### config.mk
export PLATFORM = sky130hd
export DESIGN_NAME = fetch_outstanding_tracker
export DESIGN_NICKNAME = d
export VERILOG_FILES = /design/src/fot_pkg.sv /design/src/fot_back.sv /design/src/fot_front.sv /design/src/fetch_outstanding_tracker.sv
export SDC_FILE = /design/constraint.sdc
export NUM_CORES = 1
export LEC_CHECK = 0
export BUFFER_PORTS_ARGS = -buffer_cell sky130_fd_sc_hd__buf_2
export CAP_MARGIN = 40
export CORE_ASPECT_RATIO = 1.25
export CORE_MARGIN = 1
export CORE_UTILIZATION = 51
export CTS_CLUSTER_SIZE = 10
export DETAILED_ROUTE_END_ITERATION = 8
export GPL_TIMING_DRIVEN = 0
export PLACE_DENSITY = 0.69
export SLEW_MARGIN = 20
export SYNTH_ARGS = -nofsm -noshare
export SYNTH_HDL_FRONTEND = slang
export SYNTH_SLANG_ARGS = --single-unit
### constraint.sdc
create_clock -name clock -period 9.29 [get_ports clock]
set_clock_uncertainty 0.2 [all_clocks]
set_input_delay 0.929 -clock clock [delete_from_list [all_inputs] [get_ports clock]]
set_output_delay 0.929 -clock clock [all_outputs]
set_load 0.03 [all_outputs]
### src/fot_pkg.sv
// Package for the fetch outstanding tracker: tick and result item types, depth defaults.
// Used by every module of the block. No dependencies.
`timescale 1ns / 1ps
`default_nettype none
package fot_pkg;
   localparam int STAGE_DEPTH_DEF = 4;
   localparam int OST_DEPTH_DEF   = 4;

   typedef struct packed {
      logic        fetch_valid;
      logic [31:0] fetch_pc;
      logic        bus_rsp_valid;
      logic [31:0] bus_rsp_data;
      logic        bus_rsp_ok;
      logic        expt_valid;
      logic [31:0] expt_pc;
      logic [5:0]  expt_cause;
      logic [1:0]  expt_priv;
      logic [31:0] expt_tval;
      logic        bus_req_ready;
      logic        fetch_rsp_ready;
   } req_type;

   typedef struct packed {
      logic        fetch_accepted;
      logic        bus_req_valid;
      logic [31:0] bus_req_addr;
      logic        resp_valid;
      logic [31:0] resp_instr;
      logic        resp_ok;
      logic        resp_expt;
      logic [5:0]  resp_cause;
      logic [1:0]  resp_priv;
      logic [31:0] resp_tval;
      logic        protocol_error;
   } rsp_type;

   // Front-to-back hand-off: one tick with the staging decision already made.
   typedef struct packed {
      req_type     tick;
      logic        accept;
   } front_type;
endpackage
`default_nettype wire

### src/fot_back.sv
// Back part of the fetch outstanding tracker: staging FIFO, outstanding table, result build.
// Depends on fot_pkg.
`timescale 1ns / 1ps
`default_nettype none
module fot_back #(
   parameter int STAGE_DEPTH = fot_pkg::STAGE_DEPTH_DEF,
   parameter int OST_DEPTH   = fot_pkg::OST_DEPTH_DEF
) (
   input  wire logic              clock,
   input  wire logic              reset,
   input  wire fot_pkg::front_type in_item,
   input  wire logic              in_valid,
   output fot_pkg::rsp_type       out_item,
   output logic [$clog2(STAGE_DEPTH+1)-1:0] stage_count
);
   localparam int SW = (STAGE_DEPTH > 1) ? $clog2(STAGE_DEPTH) : 1;
   localparam int OW = (OST_DEPTH > 1) ? $clog2(OST_DEPTH) : 1;
   localparam int CW = $clog2(STAGE_DEPTH + 1);

   logic [31:0]   stage_pc_ff [STAGE_DEPTH];
   logic [CW-1:0] stage_count_ff, stage_count_in;
   logic [SW-1:0] stage_head_ff, stage_head_in;
   logic [OST_DEPTH-1:0] slot_valid_ff, slot_valid_in, slot_done_ff, slot_done_in;
   logic [31:0]   slot_pc_ff [OST_DEPTH];
   logic [31:0]   slot_instr_ff [OST_DEPTH];
   logic          slot_ok_ff [OST_DEPTH];
   logic          slot_expt_ff [OST_DEPTH];
   logic [5:0]    slot_cause_ff [OST_DEPTH];
   logic [1:0]    slot_priv_ff [OST_DEPTH];
   logic [31:0]   slot_tval_ff [OST_DEPTH];
   logic [OW-1:0] table_head_ff, table_head_in, table_tail_ff, table_tail_in;

   fot_pkg::req_type t;
   logic [SW-1:0] wr_idx;
   logic [OW-1:0] ex_idx, rs_idx, k_idx;
   logic          ex_hit, rs_hit, ret, iss, do_acc;
   logic [OST_DEPTH-1:0] wait_mask;
   fot_pkg::rsp_type r;

   assign stage_count = stage_count_ff;

   function automatic logic [SW-1:0] swrap(input logic [SW:0] v);
      logic [SW:0] d;
      d = v;
      if (d >= (SW+1)'(STAGE_DEPTH)) d = d - (SW+1)'(STAGE_DEPTH);
      return d[SW-1:0];
   endfunction
   function automatic logic [OW-1:0] owrap(input logic [OW:0] v);
      logic [OW:0] d;
      d = v;
      if (d >= (OW+1)'(OST_DEPTH)) d = d - (OW+1)'(OST_DEPTH);
      return d[OW-1:0];
   endfunction

   always_comb begin
      t      = in_item.tick;
      do_acc = in_valid && in_item.accept;
      wr_idx = swrap({1'b0, stage_head_ff} + (SW+1)'(stage_count_ff));
      stage_count_in = stage_count_ff + CW'(do_acc);
      wait_mask = slot_valid_ff & ~slot_done_ff;
      ex_hit = 1'b0; ex_idx = '0;
      for (int k = OST_DEPTH - 1; k >= 0; k--) begin
         k_idx = owrap({1'b0, table_head_ff} + (OW+1)'(k));
         if (wait_mask[k_idx] && slot_pc_ff[k_idx] == t.expt_pc) begin
            ex_hit = 1'b1; ex_idx = k_idx;
         end
      end
      ex_hit = ex_hit && in_valid && t.expt_valid;
      rs_hit = 1'b0; rs_idx = '0;
      for (int k = OST_DEPTH - 1; k >= 0; k--) begin
         k_idx = owrap({1'b0, table_head_ff} + (OW+1)'(k));
         if (wait_mask[k_idx] && !(ex_hit && k_idx == ex_idx)) begin
            rs_hit = 1'b1; rs_idx = k_idx;
         end
      end
      rs_hit = rs_hit && in_valid && t.bus_rsp_valid;
      slot_done_in = slot_done_ff;
      if (ex_hit) slot_done_in[ex_idx] = 1'b1;
      if (rs_hit) slot_done_in[rs_idx] = 1'b1;
      slot_valid_in = slot_valid_ff;
      r = '0;
      ret = in_valid && t.fetch_rsp_ready && slot_valid_ff[table_head_ff]
            && slot_done_in[table_head_ff];
      table_head_in = table_head_ff;
      if (ret) begin
         r.resp_valid = 1'b1;
         if (rs_hit && rs_idx == table_head_ff) begin
            r.resp_instr = t.bus_rsp_data; r.resp_ok = t.bus_rsp_ok;
         end else if (ex_hit && ex_idx == table_head_ff) begin
            r.resp_expt = 1'b1; r.resp_cause = t.expt_cause;
            r.resp_priv = t.expt_priv; r.resp_tval = t.expt_tval;
         end else begin
            r.resp_instr = slot_instr_ff[table_head_ff]; r.resp_ok = slot_ok_ff[table_head_ff];
            r.resp_expt  = slot_expt_ff[table_head_ff];
            r.resp_cause = slot_cause_ff[table_head_ff];
            r.resp_priv  = slot_priv_ff[table_head_ff];
            r.resp_tval  = slot_tval_ff[table_head_ff];
         end
         slot_valid_in[table_head_ff] = 1'b0;
         slot_done_in[table_head_ff]  = 1'b0;
         table_head_in = owrap({1'b0, table_head_ff} + (OW+1)'(1));
      end
      iss = in_valid && stage_count_in != '0 && !slot_valid_in[table_tail_ff]
            && t.bus_req_ready;
      stage_head_in = stage_head_ff;
      table_tail_in = table_tail_ff;
      if (iss) begin
         r.bus_req_valid = 1'b1;
         // A PC taken in this same tick may be the only one staged.
         r.bus_req_addr = (stage_count_ff == '0) ? t.fetch_pc : stage_pc_ff[stage_head_ff];
         stage_head_in  = swrap({1'b0, stage_head_ff} + (SW+1)'(1));
         stage_count_in = stage_count_in - CW'(1);
         slot_valid_in[table_tail_ff] = 1'b1;
         slot_done_in[table_tail_ff]  = 1'b0;
         table_tail_in = owrap({1'b0, table_tail_ff} + (OW+1)'(1));
      end
      r.fetch_accepted = do_acc;
      r.protocol_error = in_valid && ((t.expt_valid && !ex_hit) || (t.bus_rsp_valid && !rs_hit));
   end

   always_ff @(posedge clock) begin
      if (reset) begin
         stage_count_ff <= '0; stage_head_ff <= '0;
         slot_valid_ff <= '0; slot_done_ff <= '0;
         table_head_ff <= '0; table_tail_ff <= '0;
      end else begin
         stage_count_ff <= stage_count_in; stage_head_ff <= stage_head_in;
         slot_valid_ff <= slot_valid_in; slot_done_ff <= slot_done_in;
         table_head_ff <= table_head_in; table_tail_ff <= table_tail_in;
      end
      out_item <= r;
      if (do_acc) stage_pc_ff[wr_idx] <= t.fetch_pc;
      if (iss) slot_pc_ff[table_tail_ff] <= r.bus_req_addr;
      if (ex_hit) begin
         slot_instr_ff[ex_idx] <= '0; slot_ok_ff[ex_idx] <= 1'b0;
         slot_expt_ff[ex_idx] <= 1'b1; slot_cause_ff[ex_idx] <= t.expt_cause;
         slot_priv_ff[ex_idx] <= t.expt_priv; slot_tval_ff[ex_idx] <= t.expt_tval;
      end
      if (rs_hit) begin
         slot_instr_ff[rs_idx] <= t.bus_rsp_data; slot_ok_ff[rs_idx] <= t.bus_rsp_ok;
         slot_expt_ff[rs_idx] <= 1'b0; slot_cause_ff[rs_idx] <= '0;
         slot_priv_ff[rs_idx] <= '0; slot_tval_ff[rs_idx] <= '0;
      end
   end
endmodule
`default_nettype wire

### src/fot_front.sv
// Front part of the fetch outstanding tracker: takes ticks, decides staging acceptance.
// Depends on fot_pkg.
`timescale 1ns / 1ps
`default_nettype none
module fot_front #(
   parameter int STAGE_DEPTH = fot_pkg::STAGE_DEPTH_DEF
) (
   input  wire logic              clock,
   input  wire logic              reset,
   input  wire fot_pkg::req_type  req_item,
   input  wire logic              push,
   output logic                   full,
   input  wire logic [$clog2(STAGE_DEPTH+1)-1:0] stage_count,
   input  wire logic              back_busy,
   output fot_pkg::front_type     out_item,
   output logic                   out_valid
);
   fot_pkg::front_type item_ff;
   logic               valid_ff;

   // One tick is held here; the back part consumes it in the next cycle.
   assign full      = back_busy;
   assign out_item  = item_ff;
   assign out_valid = valid_ff;

   always_ff @(posedge clock) begin
      if (reset) begin
         valid_ff <= 1'b0;
      end else begin
         valid_ff <= push && !full;
      end
      item_ff.tick   <= req_item;
      item_ff.accept <= req_item.fetch_valid &&
                        ({1'b0, stage_count} < ($clog2(STAGE_DEPTH+1)+1)'(STAGE_DEPTH));
   end
endmodule
`default_nettype wire

### src/fetch_outstanding_tracker.sv
// Top level of the fetch outstanding tracker: front, back and output queue.
// Depends on fot_pkg, fot_front and fot_back.
//
// Usage: each input item is one bus/fetch tick (req_ channel, push/full).
// The block answers every tick with one result item (rsp_ channel,
// empty/pop) giving fetch acceptance, the issued bus read, the in-order
// fetch response and the protocol error flag.
// A tick is registered in the front part, then in the back part, and its
// result is then written into the output queue. A tick's staging decision
// needs the fill level that the previous tick leaves, so the next tick is
// taken only once the previous result has reached the output queue.
// A two-entry result queue sits at the output; full is high while a tick
// is in flight or the queue holds two results, so one waiting result does
// not block the next tick and a stalled receiver stops input without loss.
// Reset (synchronous, active high) empties the staging FIFO, the
// outstanding table and the result queue.
`timescale 1ns / 1ps
`default_nettype none
module fetch_outstanding_tracker #(
   parameter int STAGE_DEPTH = fot_pkg::STAGE_DEPTH_DEF,
   parameter int OST_DEPTH   = fot_pkg::OST_DEPTH_DEF
) (
   input  wire logic             clock,
   input  wire logic             reset,
   input  wire logic             push,
   output logic                  full,
   input  wire fot_pkg::req_type req_item,
   output logic                  empty,
   input  wire logic             pop,
   output fot_pkg::rsp_type      rsp_item
);
   fot_pkg::front_type f_item;
   logic               f_valid, back_busy;
   fot_pkg::rsp_type   b_item;
   logic [$clog2(STAGE_DEPTH+1)-1:0] stage_count;
   fot_pkg::rsp_type   q_ff [2];
   logic [1:0]         cnt_ff, cnt_in;
   logic               b_valid_ff, rd_ff, rd_in;

   // Busy while a tick is in flight or the queue could not take its result.
   assign back_busy = f_valid || b_valid_ff || (cnt_ff == 2'd2);

   fot_front #(.STAGE_DEPTH(STAGE_DEPTH)) u_front (
      .clock, .reset, .req_item, .push, .full, .stage_count,
      .back_busy, .out_item(f_item), .out_valid(f_valid)
   );
   fot_back #(.STAGE_DEPTH(STAGE_DEPTH), .OST_DEPTH(OST_DEPTH)) u_back (
      .clock, .reset, .in_item(f_item), .in_valid(f_valid),
      .out_item(b_item), .stage_count
   );

   assign empty    = (cnt_ff == 2'd0);
   assign rsp_item = q_ff[rd_ff];

   always_comb begin
      cnt_in = cnt_ff + 2'(b_valid_ff) - 2'(pop && !empty);
      rd_in  = rd_ff ^ (pop && !empty);
   end

   always_ff @(posedge clock) begin
      if (reset) begin
         cnt_ff <= '0; rd_ff <= 1'b0; b_valid_ff <= 1'b0;
      end else begin
         cnt_ff <= cnt_in; rd_ff <= rd_in; b_valid_ff <= f_valid;
      end
      // The new result goes behind whatever the queue holds before this edge.
      if (b_valid_ff) q_ff[rd_ff ^ cnt_ff[0]] <= b_item;
   end
endmodule
`default_nettype wire

# --- After elaboration in Yosys (flattened, before gate mapping) ---
# Memory sizes are Yosys's and may differ from the RTL's. A register that Yosys moved wholly into a read port is not among the register bits.
# Cells that the tools add are included.
totals:
  ff_bits: 274
  ram_bits: 772
  in_bits: 146
  output_inout_bits: 112
  elab_cells: 238
  n_memories: 9
op_classes:
  add_sub_neg: 17
  order_cmp: 20
  n_eq_ne: 11
  muxes: 84
  bitwise: 13
  reduce_logical: 51
mem_list:
  columns: ["name", "depth", "width", "rd", "rd_ports_with_merged_regs", "write_ports", "line_no", "rtl"]
  rows:
  - ["q_ff", 2, 110, 1, 1, 1, "fetch_outstanding_tracker.sv:36", "fot_pkg::rsp_type q_ff [2];"]
  - ["u_back.slot_instr_ff", 4, 32, 1, 1, 2, "fot_back.sv:25", "logic [31:0] slot_instr_ff [OST_DEPTH];"]
  - ["u_back.slot_pc_ff", 4, 32, 4, 0, 1, "fot_back.sv:24", "logic [31:0] slot_pc_ff [OST_DEPTH];"]
  - ["u_back.slot_tval_ff", 4, 32, 1, 1, 2, "fot_back.sv:30", "logic [31:0] slot_tval_ff [OST_DEPTH];"]
  - ["u_back.stage_pc_ff", 4, 32, 1, 1, 1, "fot_back.sv:20", "logic [31:0] stage_pc_ff [STAGE_DEPTH];"]
  - ["u_back.slot_cause_ff", 4, 6, 1, 1, 2, "fot_back.sv:28", "logic [5:0] slot_cause_ff [OST_DEPTH];"]
  - ["+3 memories", null, null, null, null, null, null, null]
ops:
  columns: ["cell", "count"]
  rows:
  - ["$eq A32 B32 Y1", 4]
  - ["$mux W33", 3]
  - ["$mux W41", 2]
  - ["$mux W75", 1]
  - ["$mux W2", 29]
  - ["$logic_and A1 B1 Y1", 35]
  - ["$mux W32", 1]
  - ["$mux W1", 30]
  - ["$lt A2 B3 Y1 const B", 8]
  - ["$mux W4", 6]
  - ["$ge A3 B3 Y1 const B", 6]
  - ["$and A4 B4 Y4", 4]
  - ["$bmux W1 S2", 7]
  - ["$sub A2 B1 Y2 const B", 7]
  - ["$eq A2 B2 Y1", 6]
  - ["$not A4 Y4", 3]
  - ["$or A4 B4 Y4", 3]
  - ["$add A2 B1 Y3 const B", 3]
  - ["$logic_not A1 Y1", 9]
  - ["$demux W1 S2", 4]
  - ["$ge A2 B1 Y1 const B", 4]
  - ["$add A2 B2 Y3 const B", 2]
  - ["$add A2 B3 Y3", 1]
  - ["$add A3 B1 Y3", 1]
  - ["other kinds (14)", 17]

# --- Depth between registers and ports, before layout ---
depth:
  word_depth: 36
  depth_mapped: 26

# --- By module ---
# From an unflattened synthesis, not the netlist that was laid out.
hier_totals:
  cells_unflattened: 3015
  hier_area_um2: 42859.9
by_module_without_submodules:
  columns: ["mod", "instances", "cells_per_inst", "area_per_inst_um2", "seq_area_each_um2"]
  rows:
  - ["fot_back", 1, 2502, 31506.5, 17556.8]
  - ["fetch_outstanding_tracker", 1, 366, 8444.3, 6686.4]
  - ["fot_front", 1, 147, 2909.0, 2882.8]

# --- Worst setup path after synthesis ---
# OpenSTA, ideal clock, no wires.
synth_timing:
  path_type: "register to register"
  startpoint: "register u_back.table_head_ff[0]"
  endpoint: "memory u_back.slot_instr_ff[3][0] (enable)"
  setup_time_ns: 0.472
  arrival_ns: 7.053
  required_time_ns: 8.618
  slack_ns: 1.565
  path_stages_with_launch: 22
  n_path_buf: 7
  synth_period_minus_slack_ns: 7.725
  cell_sequence: "dfxtp_1 buf_6 buf_4 buf_4 buf_2 buf_1 inv_1 ha_1 buf_2 buf_4 mux4_2 xor2_1 a2111o_1 nor4_2 and4_1 nand2_1 o311a_1 a21oi_4 o211ai_2 nand2_1 nand3_1 o21ai_0"
synth_rtl:
  columns: ["element", "line_no", "rtl"]
  rows:
  - ["start: declaration", "fot_back.sv:31", "logic [OW-1:0] table_head_ff, table_head_in, table_tail_ff, table_tail_in;"]
  - ["start signal: assignment", "fot_back.sv:129", "table_head_ff <= table_head_in; table_tail_ff <= table_tail_in;"]
  - ["end: declaration", "fot_back.sv:25", null]

# --- Worst setup path after layout ---
layout_timing:
  startpoint: "register u_back.table_head_ff[0]"
  endpoint: "memory u_back.slot_pc_ff[1][17] (enable)"
layout_between:
  elab_chain_len: 36
  word_cells_on_any_way: 103
  cone_classes: "add/sub: 7; order compare: 10; eq/ne: 8; mux: 45; bitwise: 4; reduce/logical: 28; memory: 1"
layout_rtl:
  columns: ["element", "line_no", "rtl"]
  rows:
  - ["$add A2 B2 Y3", "fot_back.sv:63, fot_back.sv:71", null]
  - ["$ge A3 B3 Y1 / $sub A2 B1 Y2 (equally long branches)", "fot_back.sv:51", "if (d >= (OW+1)'(OST_DEPTH)) d = d - (OW+1)'(OST_DEPTH);"]
  - ["$mux W2", "fot_back.sv:51", null]
  - ["$mem_v2 Z4 W32 / $bmux W1 S2 (equally long branches)", null, null]
  - ["$eq A32 B32 Y1 / $mux W1 (equally long branches)", "fot_back.sv:64, fot_back.sv:72", null]
  - ["$logic_and A1 B1 Y1", "fot_back.sv:64", "if (wait_mask[k_idx] && slot_pc_ff[k_idx] == t.expt_pc) begin"]
  - ["$mux W1 (4 in series)", "fot_back.sv:64", null]
  - ["$logic_and A1 B1 Y1 (2 in series)", "fot_back.sv:68", "ex_hit = ex_hit && in_valid && t.expt_valid;"]
  - ["[... 16 more ...]", null, null]
  - ["$mux W4 *", "fot_back.sv:85", "if (ret) begin"]
  - ["$bmux W1 S2 *", "fot_back.sv:103", "iss = in_valid && stage_count_in != '0 && !slot_valid_in[table_tail_ff]"]
  - ["$mux W1 (implied by the code) *", "fot_back.sv:103", null]
  - ["$logic_not A1 Y1 *", "fot_back.sv:103", null]
  - ["$logic_and A1 B1 Y1 *", "fot_back.sv:103", null]
  - ["$logic_and A1 B1 Y1 *", "fot_back.sv:104", "&& t.bus_req_ready;"]
  - ["$mux W1 *", "fot_back.sv:133", "if (iss) slot_pc_ff[table_tail_ff] <= r.bus_req_addr;"]
  - ["$mux W1 (implied by the code) *", "fot_back.sv:133", null]
  - ["end: declaration", "fot_back.sv:24", null]
# Every way passes the cells marked *; elsewhere a longest branch is shown, timed or not. The select of a mux whose other input is x is not followed.

==> results.py <==
metrics = {
    "outcome": {
        "status": "finished clean",
    },
    "finish": {
        "fin_cells": 4611,
        "layout-drive-gt1-share_pct": 24.5,
        "utilization_pct": 60.3,
        "stdcell_area_sq_um": 50200,
        "n_antenna_cell": 0,
        "layout.nets": 3596,
        "syn2layout_area_growth_pct": 16.7,
    },
    "route": {
        "firstDrtPassIters": 6,
        "drtAntennaViolNets": 0,
        "avgViaCountPerCell": 5.89,
        "num_vias": 27146,
        "drt_iter0_drc": 2237,
        "wire_per_inst_um": 26.7,
        "wirelength_um": 123000,
        "drcViolationCount": 0,
    },
    "pwr": {
        "intPower_mw": 7.73,
        "clockPowerShare_pct": 40.5,
        "peakVddDrop_mv": 0.160,
        "seqPwrFrac_pct": 50.0,
        "p_per_area_nw_per_um2": 203,
        "power_leakage_nw": 17.8,
        "switchingPower_mw": 2.47,
        "comb_power_share_pct": 9.6,
        "p_sw_share_pct": 24.2,
    },
    "placement": {
        "dp.cells": 4381,
        "placed_area_sq_um": 46600,
        "gp_congestion": 1.03,
        "io_buffers": 257,
        "pre_cts_ws_ns": -0.299,
        "post-dp-hpwl_um": 90400,
    },
    "yosys": {
        "synth_area_per_cell_sq_um": 14.4,
        "synth_area_sq_um": 43000,
        "postSynthCellCount": 2991,
        "yosys_warnings": 0,
        "synth_nets": 3152,
        "synth_top_flop_cell": "edfxtp_1",
        "synth_edf_count": 608,
        "synth_seq_cells": 1050,
        "async_reset_ff_share_pct": 0,
        "synth_cell_types": 88,
        "ys_seq_area_share_pct": 63.0,
    },
    "critical_path": {
        "critPathArrivalTime_ns": 9.06,
        "cpPeakStageDelay_ns": 0.50,
        "critical_path_class": "reg2reg",
        "required_ns": 9.52,
        "end_kind": "flop",
        "cp_common_cell": "buf_2",
        "cpLargestDelayFamily": "buffers and inverters",
        "crit_path_top_delay_cell": "nor4_2",
        "crit_path_max_fanout": 10,
        "critPathBufInv": 13,
        "cp-start-kind": "flop",
    },
    "die": {
        "dieArea_sq_um": 85600,
        "core_sq_um": 83300,
        "die_y_um": 327,
        "io_pins": 258,
        "start_util_pct": 51.7,
        "die_x_um": 262,
        "fp-row-count": 118,
    },
    "grt": {
        "grt_overflow": 0,
        "grt_max_degree": 44,
        "grt_usage_pct": 29.1,
        "antenna_found_initial": 3,
        "grt_pass1_vias": 28387,
        "grt_pass1_wl_um": 181000,
    },
    "timing": {
        "relSlewSlack_pct": 40.5,
        "slew_viol_final": 0,
        "setup_ws_ns": 0.451,
        "setup-violations-final": 0,
        "rsz0062_at_grt": "false",
        "worst_slew_pin_slew_ns": 0.885,
        "period_needed_ns": 8.84,
        "max_clock_freq_mhz": 113,
        "hold_viol_final": 0,
        "fin_crit_sh_pct": 95.1,
    },
    "clock_tree": {
        "hold_buffers": 0,
        "clk_pin_slew_ns": 0.06,
        "clockRootBuffer": "clkbuf_16",
        "clockBufferDepth": 3,
        "numCtsBuffers": 116,
        "insertion_delay_ns": 0.70,
        "cts_tree": "built",
        "clock_sinks": 1050,
        "h-tree-depth": 3,
    },
    "hold_path": {
        "min_path_type": "in2reg",
    },
    "run": {
        "cap_violations": 0,
    },
}
[cell usage after synthesis (all sizes together) (15+ instances only)]
| library cell | instances | area (sq um) |
|---|---|---|
| nor3 | 20 | 105 |
| and2 | 143 | 895 |
| nand4 | 34 | 213 |
| mux4 | 198 | 4460 |
| nor3b | 37 | 278 |
| o21ai | 22 | 110 |
| xnor2 | 104 | 911 |
| nor2 | 239 | 913 |
| mux2 | 127 | 1430 |
| dfxtp | 442 | 8850 |
| mux2i | 223 | 2240 |
| edfxtp | 608 | 18300 |
| buf | 53 | 302 |
| nand2 | 201 | 754 |
| clkbuf | 138 | 518 |
| xor2 | 21 | 184 |
| a21oi | 129 | 672 |
| ha | 15 | 188 |
| inv | 32 | 125 |
[registers in the layout, indices dropped and copies added, names as in the netlist, named ones only]
name and count:
u_back.slot_done_ff 4, q_ff 220, u_back.stage_pc_ff 128, u_back.slot_instr_ff 128, u_back.stage_head_ff 2, b_valid_ff 1
rd_ff 1, u_back.slot_pc_ff 128, u_back.slot_priv_ff 8, u_front.out_item 142, u_front.out_valid 1, u_back.slot_tval_ff 128
cnt_ff 2, u_back.out_item 110, u_back.slot_expt_ff 4, u_back.slot_cause_ff 24, u_back.table_tail_ff 2, u_back.slot_ok_ff 4
u_back.stage_count 3, u_back.slot_valid_ff 4, u_back.table_head_ff 2
[final timing paths]
kind                                 from                       end  slack, ns  cells after the start
hold / removal                req_item[8]       u_front.out_item[9]       0.12                      1
setup / recovery  u_back.table_head_ff[0]  u_back.slot_pc_ff[1][17]       0.45                     27
setup reg to reg  u_back.table_head_ff[0]  u_back.slot_pc_ff[1][17]       0.45                     27
hold reg to reg       u_back.out_item[57]               q_ff[0][57]       0.22                      0
[kinds of logic after synthesis]
kind of cell | after synthesis | synth area share, %
muxes | 548 | 18.9
xor gates and xnor gates | 125 | 2.54
DFF | 1050 | 63.0
and+or+nand+nor | 763 | 8.77
adders and majority gates | 15 | 0.436
buffers and inverters | 225 | 2.21
AOI/OAI and AO/OA | 265 | 4.18
[routing by layer]
| layer | up-vias | routed length [um] | part of all wire [%] | GRT usage (%) |
|---|---|---|---|---|
| met5 | - | 27 | 0.022 | 0 |
| met3 | 229 | 7600 | 6.2 | 4.71 |
| li1 | 12025 | - | - | - |
| met4 | 4 | 5580 | 4.5 | 13.5 |
| met1 | 13818 | 47900 | 39 | 36.7 |
| met2 | 1070 | 61800 | 50 | 48.8 |
[power groups by stage]
stage	Combinational [mW]	Clock [mW]	Sequential, mW
after detailed placement	0.976	0	5.19
after global routing	1.03	4.38	5.11
after CTS	0.983	4.20	5.10
after floorplan	0.618	0	5.18
final	0.976	4.13	5.10
after global placement	0.935	0	5.21
[metrics by stage]
| stage | total power, mW | hold WS [ns] | TNS (ns) |
|---|---|---|---|
| floorplan | 5.79 | 0.204 | 0 |
| global placement | 6.14 | 0.204 | -660.15 |
| detailed placement | 6.17 | 0.213 | -28.51 |
| CTS | 10.3 | 0.0842 | 0 |
| global route | 10.5 | 0.109 | 0 |
| finish | 10.2 | 0.123 | 0 |
[layout by cell type, fill, tap and decap left out, types with 16 or more instances in the layout]
cell type and n:
edfxtp_1 608, dfxtp_1 442, buf_2 278, nor2_1 231
clkbuf_1 221, mux2i_1 221, nand2_1 201, mux4_2 198
and2_1 142, mux2_2 125, a21oi_1 125, clkbuf_16 117
xnor2_1 104, nor3b_1 37, nand4_1 34, inv_1 30
buf_6 29, buf_4 25, xor2_1 21, buf_1 18
o21ai_0 16
[repair_timing]
item | CTS | global route
buffers inserted | 7 | 4
setup endpoints to repair | 216 | 258
resized for setup | 2 | 8
pin swaps | 4 | 1
[area by class of cell]
class	instances	area, sq um
Multi-Input combinational cell	1716	15100
Inverter	34	133
Fill cell	6382	33000
Tap cell	1080	1350
Clock buffer	206	3280
Timing Repair Buffer	326	2310
Sequential cell	1050	27100
Buffer	191	827
Clock inverter	8	118
(Power assumes the default switching activity.)
